$ cat config.mk
export PLATFORM = sky130hd
export DESIGN_NAME = buddy_block_allocator
export DESIGN_NICKNAME = d
export VERILOG_FILES = /design/src/rtl/core/bba_pkg.sv /design/src/rtl/core/bba_ram.sv /design/src/rtl/core/bba_node_alu.sv /design/src/rtl/core/buddy_block_allocator.sv
export SDC_FILE = /design/constraint.sdc
export NUM_CORES = 1
export LEC_CHECK = 0
export BUFFER_PORTS_ARGS = -buffer_cell sky130_fd_sc_hd__buf_2
export CORE_UTILIZATION = 51
export CTS_BUF_LIST = sky130_fd_sc_hd__clkbuf_4 sky130_fd_sc_hd__clkbuf_8
export DETAILED_ROUTE_END_ITERATION = 12
export GPL_ROUTABILITY_DRIVEN = 0
export PLACE_DENSITY = 0.71
export SLEW_MARGIN = 40
export SYNTH_ARGS = -nofsm -noshare
export SYNTH_HDL_FRONTEND = slang
export SYNTH_SLANG_ARGS = --single-unit
$ cat constraint.sdc
create_clock -name clock -period 12 [get_ports clock]
set_input_delay 2.4 -clock clock [delete_from_list [all_inputs] [get_ports clock]]
set_output_delay 2.4 -clock clock [all_outputs]
set_load 0.02 [all_outputs]
$ cat src/rtl/core/bba_pkg.sv
// ----------------------------------------------------------------------------
// Buddy block allocator package
// Shared widths, status codes, sequencer states and a helper function.
// ----------------------------------------------------------------------------
package bba_pkg;

   localparam int DEFAULT_TOTAL_UNITS = 64;

   localparam int REQ_SIZE_W  = 7;
   localparam int OFFSET_W    = 6;
   localparam int SIZE_W      = 7;
   localparam int STATUS_W    = 2;
   localparam int ORDER_REQ_W = 3;

   localparam logic OP_ALLOC = 1'b0;
   localparam logic OP_FREE  = 1'b1;

   typedef enum logic [STATUS_W-1:0] {
      ST_OK      = 2'd0,
      ST_NOSPACE = 2'd1,
      ST_ZERO    = 2'd2,
      ST_BADFREE = 2'd3
   } status_type;

   typedef enum logic [2:0] {
      S_CLEAR,
      S_IDLE,
      S_EVAL,
      S_DOWN,
      S_GRANT,
      S_UP,
      S_FIN
   } state_type;

   typedef struct packed {
      logic lfo_fits;
      logic ord_is_k;
      logic child_is_k;
      logic ord_is_zero;
      logic start_match;
      logic off_in_pool;
   } alu_flags_type;

   // Smallest k with 2**k >= req; meaningless for req == 0.
   function automatic logic [ORDER_REQ_W-1:0] ceil_log2_req(
      input logic [REQ_SIZE_W-1:0] req
   );
      logic [REQ_SIZE_W-1:0]  m;
      logic [ORDER_REQ_W-1:0] k;
      m = req - REQ_SIZE_W'(1);
      k = '0;
      for (int i = 0; i < REQ_SIZE_W; i++) begin
         if (m[i]) begin
            k = ORDER_REQ_W'(i + 1);
         end
      end
      return k;
   endfunction

endpackage

$ cat src/rtl/core/bba_ram.sv
// ----------------------------------------------------------------------------
// Generic single-write, single-read RAM
// One write port and one read port, read data registered.
// ----------------------------------------------------------------------------
module bba_ram #(
   parameter int WIDTH = 8,
   parameter int DEPTH = 128
) (
   input  logic                     clock,
   input  logic                     wr_en,
   input  logic [$clog2(DEPTH)-1:0] wr_addr,
   input  logic [WIDTH-1:0]         wr_data,
   input  logic [$clog2(DEPTH)-1:0] rd_addr,
   output logic [WIDTH-1:0]         rd_data
);

   logic [WIDTH-1:0] mem_ff [DEPTH];
   logic [WIDTH-1:0] rd_data_ff;

   always_ff @(posedge clock) begin
      if (wr_en) begin
         mem_ff[wr_addr] <= wr_data;
      end
      rd_data_ff <= mem_ff[rd_addr];
   end

   assign rd_data = rd_data_ff;

endmodule

$ cat src/rtl/core/bba_node_alu.sv
// ----------------------------------------------------------------------------
// Buddy block allocator node unit
// Per-level compare, child select, block start/size shift and buddy merge,
// reused by every tree-walk step of the sequencer.
// ----------------------------------------------------------------------------
module bba_node_alu
   import bba_pkg::*;
#(
   parameter int POOL_ORDER = 6,
   parameter int NODE_W     = 7,
   parameter int ORD_W      = 3,
   parameter int AW         = 7
) (
   input  logic [NODE_W-1:0] node,
   input  logic [ORD_W-1:0]  ord,
   input  logic [ORD_W-1:0]  k,
   input  logic [ORD_W-1:0]  lfo,
   input  logic [ORD_W-1:0]  cur,
   input  logic [AW-1:0]     off,
   output alu_flags_type     flags,
   output logic [AW-1:0]     start,
   output logic [AW-1:0]     size,
   output logic [ORD_W-1:0]  merged,
   output logic [NODE_W-1:0] alloc_child,
   output logic [NODE_W-1:0] free_child
);

   localparam logic [AW-1:0] POOL_SIZE = AW'(1) << POOL_ORDER;

   logic [AW-1:0]    node_ext;
   logic [AW-1:0]    off_shift;
   logic [ORD_W-1:0] pord;
   logic [ORD_W-1:0] left_lfo;
   logic [ORD_W-1:0] right_lfo;

   // The leading one of the node lands on bit POOL_ORDER; drop it.
   assign node_ext = AW'(node);
   assign start    = (node_ext << ord) & (POOL_SIZE - AW'(1));
   assign size     = AW'(1) << ord;

   assign off_shift   = off >> (ord - ORD_W'(1));
   assign alloc_child = (node << 1) | NODE_W'(!flags.lfo_fits);
   assign free_child  = (node << 1) | NODE_W'(off_shift[0]);

   // Parent summary from the node just written (cur) and its buddy (lfo).
   assign pord      = ord + ORD_W'(1);
   assign left_lfo  = node[0] ? lfo : cur;
   assign right_lfo = node[0] ? cur : lfo;

   always_comb begin
      if (left_lfo == pord && right_lfo == pord) begin
         merged = pord + ORD_W'(1);
      end else if (left_lfo > right_lfo) begin
         merged = left_lfo;
      end else begin
         merged = right_lfo;
      end
   end

   assign flags.lfo_fits    = lfo > k;
   assign flags.ord_is_k    = ord == k;
   assign flags.child_is_k  = ord == k + ORD_W'(1);
   assign flags.ord_is_zero = ord == '0;
   assign flags.start_match = start == off;
   assign flags.off_in_pool = off < POOL_SIZE;

endmodule

$ cat src/rtl/core/buddy_block_allocator.sv
// ----------------------------------------------------------------------------
// Buddy block allocator
// Binary buddy allocator over a power-of-two pool, tree summaries in RAM,
// one tree level per cycle through a shared node unit.
// ----------------------------------------------------------------------------
//  channel  | ports                                        | direction
//  ---------+----------------------------------------------+----------
//  request  | req_valid req_stall req_operation            | in
//           | req_request_size req_block_offset            |
//  response | rsp_valid rsp_stall rsp_status               | out
//           | rsp_granted_offset rsp_granted_size          |
//
// One beat at a time, with P = pool order. An allocate walks down from the root
// to a free block of the granted order and merges back up; a free walks down to
// its block, frees it and merges back up; an error ends the walk early. Each
// ends in idle before the next accept. Each step is one RAM read of a tree node.
// After reset a clearing pass writes all 2**(P+1) tree entries (128 at the
// default size) while req_stall stays high.
// A response beat waits in its register under rsp_stall; a new request is
// taken meanwhile and finishes once that register frees up.
// ----------------------------------------------------------------------------
module buddy_block_allocator
   import bba_pkg::*;
#(
   parameter int TOTAL_UNITS = DEFAULT_TOTAL_UNITS
) (
   input  logic                  clock,
   input  logic                  reset,
   input  logic                  req_valid,
   output logic                  req_stall,
   input  logic                  req_operation,
   input  logic [REQ_SIZE_W-1:0] req_request_size,
   input  logic [OFFSET_W-1:0]   req_block_offset,
   output logic                  rsp_valid,
   input  logic                  rsp_stall,
   output logic [STATUS_W-1:0]   rsp_status,
   output logic [OFFSET_W-1:0]   rsp_granted_offset,
   output logic [SIZE_W-1:0]     rsp_granted_size
);

   localparam int POOL_ORDER = $clog2(TOTAL_UNITS + 1) - 1;
   localparam int NODE_W     = POOL_ORDER + 1;
   localparam int ORD_W      = $clog2(POOL_ORDER + 2);
   localparam int AW         = (NODE_W > SIZE_W) ? NODE_W : SIZE_W;
   localparam int ENTRY_W    = ORD_W + 1;
   localparam int DEPTH      = 2 ** NODE_W;

   localparam logic [AW-1:0]     POOL_SIZE = AW'(1) << POOL_ORDER;
   localparam logic [NODE_W-1:0] ROOT      = NODE_W'(1);

   state_type           state_ff, state_in;
   logic [NODE_W-1:0]   clr_ff, clr_in;
   logic                op_ff, op_in;
   logic                zero_ff, zero_in;
   logic                over_ff, over_in;
   logic [ORD_W-1:0]    k_ff, k_in;
   logic [AW-1:0]       off_ff, off_in;
   logic [NODE_W-1:0]   node_ff, node_in;
   logic [ORD_W-1:0]    ord_ff, ord_in;
   logic [ORD_W-1:0]    cur_ff, cur_in;
   status_type          res_status_ff, res_status_in;
   logic [OFFSET_W-1:0] res_off_ff, res_off_in;
   logic [SIZE_W-1:0]   res_size_ff, res_size_in;
   logic                rsp_valid_ff, rsp_valid_in;
   status_type          rsp_status_ff, rsp_status_in;
   logic [OFFSET_W-1:0] rsp_off_ff, rsp_off_in;
   logic [SIZE_W-1:0]   rsp_size_ff, rsp_size_in;

   logic                ram_wr_en;
   logic [NODE_W-1:0]   ram_wr_addr;
   logic [ENTRY_W-1:0]  ram_wr_data;
   logic [NODE_W-1:0]   ram_rd_addr;
   logic [ENTRY_W-1:0]  ram_rd_data;
   logic                rd_alloc;
   logic [ORD_W-1:0]    rd_lfo;

   alu_flags_type       flags;
   logic [AW-1:0]       alu_start;
   logic [AW-1:0]       alu_size;
   logic [ORD_W-1:0]    alu_merged;
   logic [NODE_W-1:0]   alloc_child;
   logic [NODE_W-1:0]   free_child;
   logic [NODE_W-1:0]   parent;

   logic [ORD_W-1:0]    clr_depth;
   logic [ORD_W-1:0]    clr_init;
   logic                out_free;

   assign rd_alloc = ram_rd_data[ORD_W];
   assign rd_lfo   = ram_rd_data[ORD_W-1:0];
   assign parent   = node_ff >> 1;
   assign out_free = !rsp_valid_ff || !rsp_stall;

   bba_ram #(
      .WIDTH (ENTRY_W),
      .DEPTH (DEPTH)
   ) u_tree_ram (
      .clock   (clock),
      .wr_en   (ram_wr_en),
      .wr_addr (ram_wr_addr),
      .wr_data (ram_wr_data),
      .rd_addr (ram_rd_addr),
      .rd_data (ram_rd_data)
   );

   bba_node_alu #(
      .POOL_ORDER (POOL_ORDER),
      .NODE_W     (NODE_W),
      .ORD_W      (ORD_W),
      .AW         (AW)
   ) u_node_alu (
      .node        (node_ff),
      .ord         (ord_ff),
      .k           (k_ff),
      .lfo         (rd_lfo),
      .cur         (cur_ff),
      .off         (off_ff),
      .flags       (flags),
      .start       (alu_start),
      .size        (alu_size),
      .merged      (alu_merged),
      .alloc_child (alloc_child),
      .free_child  (free_child)
   );

   // Reset value of a node: its own order plus one.
   always_comb begin
      clr_depth = '0;
      for (int i = 0; i < NODE_W; i++) begin
         if (clr_ff[i]) begin
            clr_depth = ORD_W'(i);
         end
      end
   end

   assign clr_init = ORD_W'(POOL_ORDER + 1) - clr_depth;

   // Next state
   always_comb begin
      state_in = state_ff;
      unique case (state_ff)
         S_CLEAR: begin
            if (clr_ff == '1) begin
               state_in = S_IDLE;
            end
         end
         S_IDLE: begin
            if (req_valid) begin
               state_in = S_EVAL;
            end
         end
         S_EVAL: begin
            if (op_ff == OP_ALLOC) begin
               if (zero_ff || over_ff || !flags.lfo_fits) begin
                  state_in = S_FIN;
               end else if (flags.ord_is_k) begin
                  state_in = S_GRANT;
               end else begin
                  state_in = S_DOWN;
               end
            end else begin
               if (rd_alloc) begin
                  state_in = (flags.start_match && node_ff != ROOT) ? S_UP : S_FIN;
               end else if (flags.ord_is_zero || !flags.off_in_pool) begin
                  state_in = S_FIN;
               end
            end
         end
         S_DOWN: begin
            if (flags.child_is_k) begin
               state_in = S_GRANT;
            end
         end
         S_GRANT: begin
            state_in = (node_ff == ROOT) ? S_FIN : S_UP;
         end
         S_UP: begin
            if (parent == ROOT) begin
               state_in = S_FIN;
            end
         end
         S_FIN: begin
            if (out_free) begin
               state_in = S_IDLE;
            end
         end
         default: begin
            state_in = S_CLEAR;
         end
      endcase
   end

   // RAM control and datapath
   always_comb begin
      ram_wr_en     = 1'b0;
      ram_wr_addr   = node_ff;
      ram_wr_data   = {1'b0, rd_lfo};
      ram_rd_addr   = node_ff;
      clr_in        = clr_ff;
      op_in         = op_ff;
      zero_in       = zero_ff;
      over_in       = over_ff;
      k_in          = k_ff;
      off_in        = off_ff;
      node_in       = node_ff;
      ord_in        = ord_ff;
      cur_in        = cur_ff;
      res_status_in = res_status_ff;
      res_off_in    = res_off_ff;
      res_size_in   = res_size_ff;
      rsp_valid_in  = rsp_valid_ff && rsp_stall;
      rsp_status_in = rsp_status_ff;
      rsp_off_in    = rsp_off_ff;
      rsp_size_in   = rsp_size_ff;
      unique case (state_ff)
         S_CLEAR: begin
            ram_wr_en   = 1'b1;
            ram_wr_addr = clr_ff;
            ram_wr_data = {1'b0, clr_init};
            clr_in      = clr_ff + NODE_W'(1);
         end
         S_IDLE: begin
            ram_rd_addr = ROOT;
            if (req_valid) begin
               op_in   = req_operation;
               zero_in = req_request_size == '0;
               over_in = AW'(req_request_size) > POOL_SIZE;
               k_in    = ORD_W'(ceil_log2_req(req_request_size));
               off_in  = AW'(req_block_offset);
               node_in = ROOT;
               ord_in  = ORD_W'(POOL_ORDER);
            end
         end
         S_EVAL: begin
            if (op_ff == OP_ALLOC) begin
               if (zero_ff) begin
                  res_status_in = ST_ZERO;
                  res_off_in    = '0;
                  res_size_in   = '0;
               end else if (over_ff || !flags.lfo_fits) begin
                  res_status_in = ST_NOSPACE;
                  res_off_in    = '0;
                  res_size_in   = '0;
               end else if (!flags.ord_is_k) begin
                  ram_rd_addr = node_ff << 1;
               end
            end else begin
               if (rd_alloc) begin
                  if (flags.start_match) begin
                     // release the block, then refresh its ancestors
                     ram_wr_en     = 1'b1;
                     ram_wr_data   = {1'b0, ord_ff + ORD_W'(1)};
                     cur_in        = ord_ff + ORD_W'(1);
                     ram_rd_addr   = node_ff ^ NODE_W'(1);
                     res_status_in = ST_OK;
                     res_off_in    = alu_start[OFFSET_W-1:0];
                     res_size_in   = alu_size[SIZE_W-1:0];
                  end else begin
                     res_status_in = ST_BADFREE;
                     res_off_in    = '0;
                     res_size_in   = '0;
                  end
               end else if (flags.ord_is_zero || !flags.off_in_pool) begin
                  res_status_in = ST_BADFREE;
                  res_off_in    = '0;
                  res_size_in   = '0;
               end else begin
                  node_in     = free_child;
                  ord_in      = ord_ff - ORD_W'(1);
                  ram_rd_addr = free_child;
               end
            end
         end
         S_DOWN: begin
            // take the left child if it fits, else the right one
            node_in     = alloc_child;
            ord_in      = ord_ff - ORD_W'(1);
            ram_rd_addr = alloc_child << 1;
         end
         S_GRANT: begin
            ram_wr_en     = 1'b1;
            ram_wr_data   = {1'b1, {ORD_W{1'b0}}};
            cur_in        = '0;
            ram_rd_addr   = node_ff ^ NODE_W'(1);
            res_status_in = ST_OK;
            res_off_in    = alu_start[OFFSET_W-1:0];
            res_size_in   = alu_size[SIZE_W-1:0];
         end
         S_UP: begin
            ram_wr_en   = 1'b1;
            ram_wr_addr = parent;
            ram_wr_data = {1'b0, alu_merged};
            node_in     = parent;
            ord_in      = ord_ff + ORD_W'(1);
            cur_in      = alu_merged;
            ram_rd_addr = parent ^ NODE_W'(1);
         end
         S_FIN: begin
            if (out_free) begin
               rsp_valid_in  = 1'b1;
               rsp_status_in = res_status_ff;
               rsp_off_in    = res_off_ff;
               rsp_size_in   = res_size_ff;
            end
         end
         default: begin
         end
      endcase
   end

   always_ff @(posedge clock) begin
      if (reset) begin
         state_ff     <= S_CLEAR;
         clr_ff       <= '0;
         rsp_valid_ff <= 1'b0;
      end else begin
         state_ff     <= state_in;
         clr_ff       <= clr_in;
         rsp_valid_ff <= rsp_valid_in;
      end
   end

   always_ff @(posedge clock) begin
      op_ff         <= op_in;
      zero_ff       <= zero_in;
      over_ff       <= over_in;
      k_ff          <= k_in;
      off_ff        <= off_in;
      node_ff       <= node_in;
      ord_ff        <= ord_in;
      cur_ff        <= cur_in;
      res_status_ff <= res_status_in;
      res_off_ff    <= res_off_in;
      res_size_ff   <= res_size_in;
      rsp_status_ff <= rsp_status_in;
      rsp_off_ff    <= rsp_off_in;
      rsp_size_ff   <= rsp_size_in;
   end

   assign req_stall          = state_ff != S_IDLE;
   assign rsp_valid          = rsp_valid_ff;
   assign rsp_status         = rsp_status_ff;
   assign rsp_granted_offset = rsp_off_ff;
   assign rsp_granted_size   = rsp_size_ff;

endmodule

==> run summary <==
======================================================================================================
Post-route minimum period ...............................................................     5.314 ns
Final setup violation count .............................................................            0
Post-synthesis instance area ............................................................  25340 sq um
Global route overflow ...................................................................            0
Clock Skews .............................................................................   0.02313 ns
Area growth from synthesis to layout ....................................................       10.80%
Die Span Y ..............................................................................     224.9 um
Number of nets in the synthesized netlist ...............................................         2176
CP Data Arrival Time ....................................................................      5.91 ns
Clock insertion delay at the later pin of the skew report ...............................      0.68 ns
Top library cells by usage in the layout, fill and taps aside ........................... edfxtp_1 (567), nand2_1 (499), nor2_1 (191)
Cts bufs inserted .......................................................................           91
Clock tree from TritonCTS ...............................................................        built
Sum of routed wire length over all layers ...............................................     64.10 mm
Proportion of register bits with asynchronous set or reset after synthesis ..............           0%
DIE WIDTH ...............................................................................     224.9 um
Layout Nets .............................................................................         2213
Via count of the routed design ..........................................................        17550
Met1 usage in global routing ............................................................       34.98%
Antenna-violating nets left .............................................................            0
Maximum number of pins on one net before global-route repair ............................          140
Share of final-layout standard cells stronger than drive strength 1 .....................       11.32%
Final number of max-transition violations ...............................................            0
Worst Max-Slew Pin Slew .................................................................    0.8343 ns
Seq/Total Area, Yosys ...................................................................       68.38%
M3 GR Usage .............................................................................       4.263%
Number of cells produced by synthesis ...................................................         2140
Detailed Routing Iterations Pass 1 ......................................................            8
Yosys warning total .....................................................................            0
Worst slew margin relative to its limit .................................................       44.38%
Start-to-end type of the worst setup path ...............................................   reg -> reg
Total number of H-tree levels ...........................................................            3
Met2 Usage GRT ..........................................................................       41.19%
Type of origin of the critical path .....................................................     register
Grt peak-use layer ......................................................................         met2
Final-layout fill cell count ............................................................         3891
Setup_tns ...............................................................................         0 ns
Port buffer count .......................................................................           34
Half-perimeter wire length of the detailed placement result .............................     38.33 mm
Vias in the first global route ..........................................................        17160
Most common library cell in the layout ignoring fill and taps ...........................     edfxtp_1
Violation count after the first detailed-route iteration ................................         2242
Final hold viol count ...................................................................            0
Fmax ....................................................................................    188.2 MHz
Wire length of the first global-routing pass ............................................     98.10 mm
Average cell area after synthesis .......................................................  11.84 sq um
Starting Density ........................................................................       51.77%
Gr usage total ..........................................................................       25.55%
Type of element capturing the critical path .............................................     register
Outcome ................................................................................. finished clean
Crit share post-route ...................................................................       44.29%
Number of rows in the core area .........................................................           81
RSZ-0062 raised after global routing ....................................................           no
Core outline area .......................................................................  48950 sq um
Post-synth EDFFs ........................................................................          567
Post-DR vias/cell .......................................................................        6.017
Count of clock tree sinks ...............................................................          582
Root buffer selected by CTS .............................................................     clkbuf_8
Register bit count reported by yosys ....................................................          582
Number of antenna violations at the first check in global routing .......................            0
Clock transition at the register clock pins on the worst setup and hold paths after CTS .      0.06 ns
Synth Flop Type .........................................................................     edfxtp_1
Boundary pin count ......................................................................           35
Clock buffer depth ......................................................................            3
# Post-CTS Setup Buffers ................................................................            0
Die area ................................................................................  50580 sq um
# diodes ................................................................................            0
Drc violations ..........................................................................            0
Worst Path Required .....................................................................     12.60 ns
CTS Hold Buffers Added ..................................................................            0
Tightest Hold Check Type ................................................................   reg -> reg
Post-DR wirelength/cell .................................................................     21.97 um
CTS-repair resized insts ................................................................            0
Max Fanout on Critical Path .............................................................          111
Final hold slack ........................................................................    0.4175 ns
Distinct cells, synth ...................................................................           65
Number of maximum-capacitance violations ................................................            0
======================================================================================================
-- per-layer routing --
layer	share of wire (%)	vias up
met2	48	890
met4	2.5	0
met3	9.1	116
met5	0	-
li1	-	7955
met1	41	8591
-- kinds of logic after synthesis --
logic type / after synthesis / share of synthesized area (%)
and+or+nand+nor: 968 / 16.57
DFF: 582 / 68.38
muxes: 34 / 1.481
buffers and inverters: 146 / 3.002
AOI/OAI and AO/OA: 375 / 9.100
adders and majority gates: 18 / 0.8888
xor gates and xnor gates: 17 / 0.5876
-- state kept, by name (all words and copies together), names as in the netlist, 3 cells and up --
signal              flops
rsp_granted_size        7
cur_ff                  3
u_tree_ram.mem_ff     512
node_ff                 7
off_ff                  6
rsp_granted_offset      6
clr_ff                  7
k_ff                    3
res_off_ff              6
res_size_ff             7
u_tree_ram.rd_data      4
ord_ff                  3
state_ff                3
-- cells in the mapped netlist, types with 5 or more instances --
cell	number	area, sq um
a21o_1	7	52.55
a21oi_1	180	900.9
a221oi_1	5	43.79
a22oi_1	58	435.4
a31oi_1	26	162.7
a32oi_1	15	131.4
and2_1	7	43.79
and3_1	13	81.33
buf_1	8	30.03
buf_2	43	215.2
buf_4	12	90.09
buf_6	13	146.4
clkbuf_1	49	183.9
dfxtp_1	15	300.3
edfxtp_1	567	17030
ha_1	18	225.2
inv_1	20	75.07
mux2_2	8	90.09
mux2i_1	24	240.2
nand2_1	501	1881
nand3_1	142	710.7
nand3b_1	5	37.54
nand4_1	48	300.3
nor2_1	196	735.7
nor2b_1	11	68.82
nor3_1	8	40.04
nor3_2	5	50.05
o21ai_0	39	195.2
o22ai_1	6	37.54
or3_1	8	50.05
xnor2_1	6	52.55
xor2_1	11	96.34
-- worst max-delay path: stages, from the launching register on --
cell      delay, ns
edfxtp_1       0.76
inv_1          0.30
ha_1           0.54
mux4_2         0.36
nor3b_1        0.15
a221oi_1       0.20
mux2_2         0.21
or3_1          0.16
and4_4         0.25
buf_12         0.24
buf_16         0.31
buf_16         0.39
mux2i_1        0.16
a22oi_1        0.23
nand4_1        0.15
nand3_1        0.20
nand4_1        0.26
nor3_2         0.19
-- layout make-up --
cell class | instances | area [sq um] | area share [%]
clock buffer | 121 | 1496 | 5.330
clock inverter | 48 | 401.6 | 1.430
inverter | 20 | 75.07 | 0.2674
multi-input combinational | 1412 | 7353 | 26.19
sequential | 582 | 17330 | 61.71
tap | 664 | 830.8 | 2.959
timing repair buffer | 70 | 594.3 | 2.117
-- metrics by stage --
stage,utilization [%],cells,area [sq um],setup WS [ns]
after floorplan,-,2140,25340,4.994
after global placement,53.01,2738,25950,6.804
after detailed placement,53.35,2745,26120,6.465
after CTS,57.23,2914,28010,6.443
after global routing,57.36,2917,28080,6.414
final,57.36,2917,28080,6.686
-- final timing paths --
path	startpoint	slack, ns	cells after the start	end
worst max register to register	ord_ff[1]	6.69	17	u_tree_ram.rd_data[2]
worst min-delay path	res_size_ff[1]	0.42	0	rsp_granted_size[1]
worst min register to register	res_size_ff[1]	0.42	0	rsp_granted_size[1]
worst max-delay path	ord_ff[1]	6.69	17	u_tree_ram.rd_data[2]
Power is left out: the tool's default activity adds up to more than one toggle a clock period on the data nets, which glitch-free logic cannot reach.
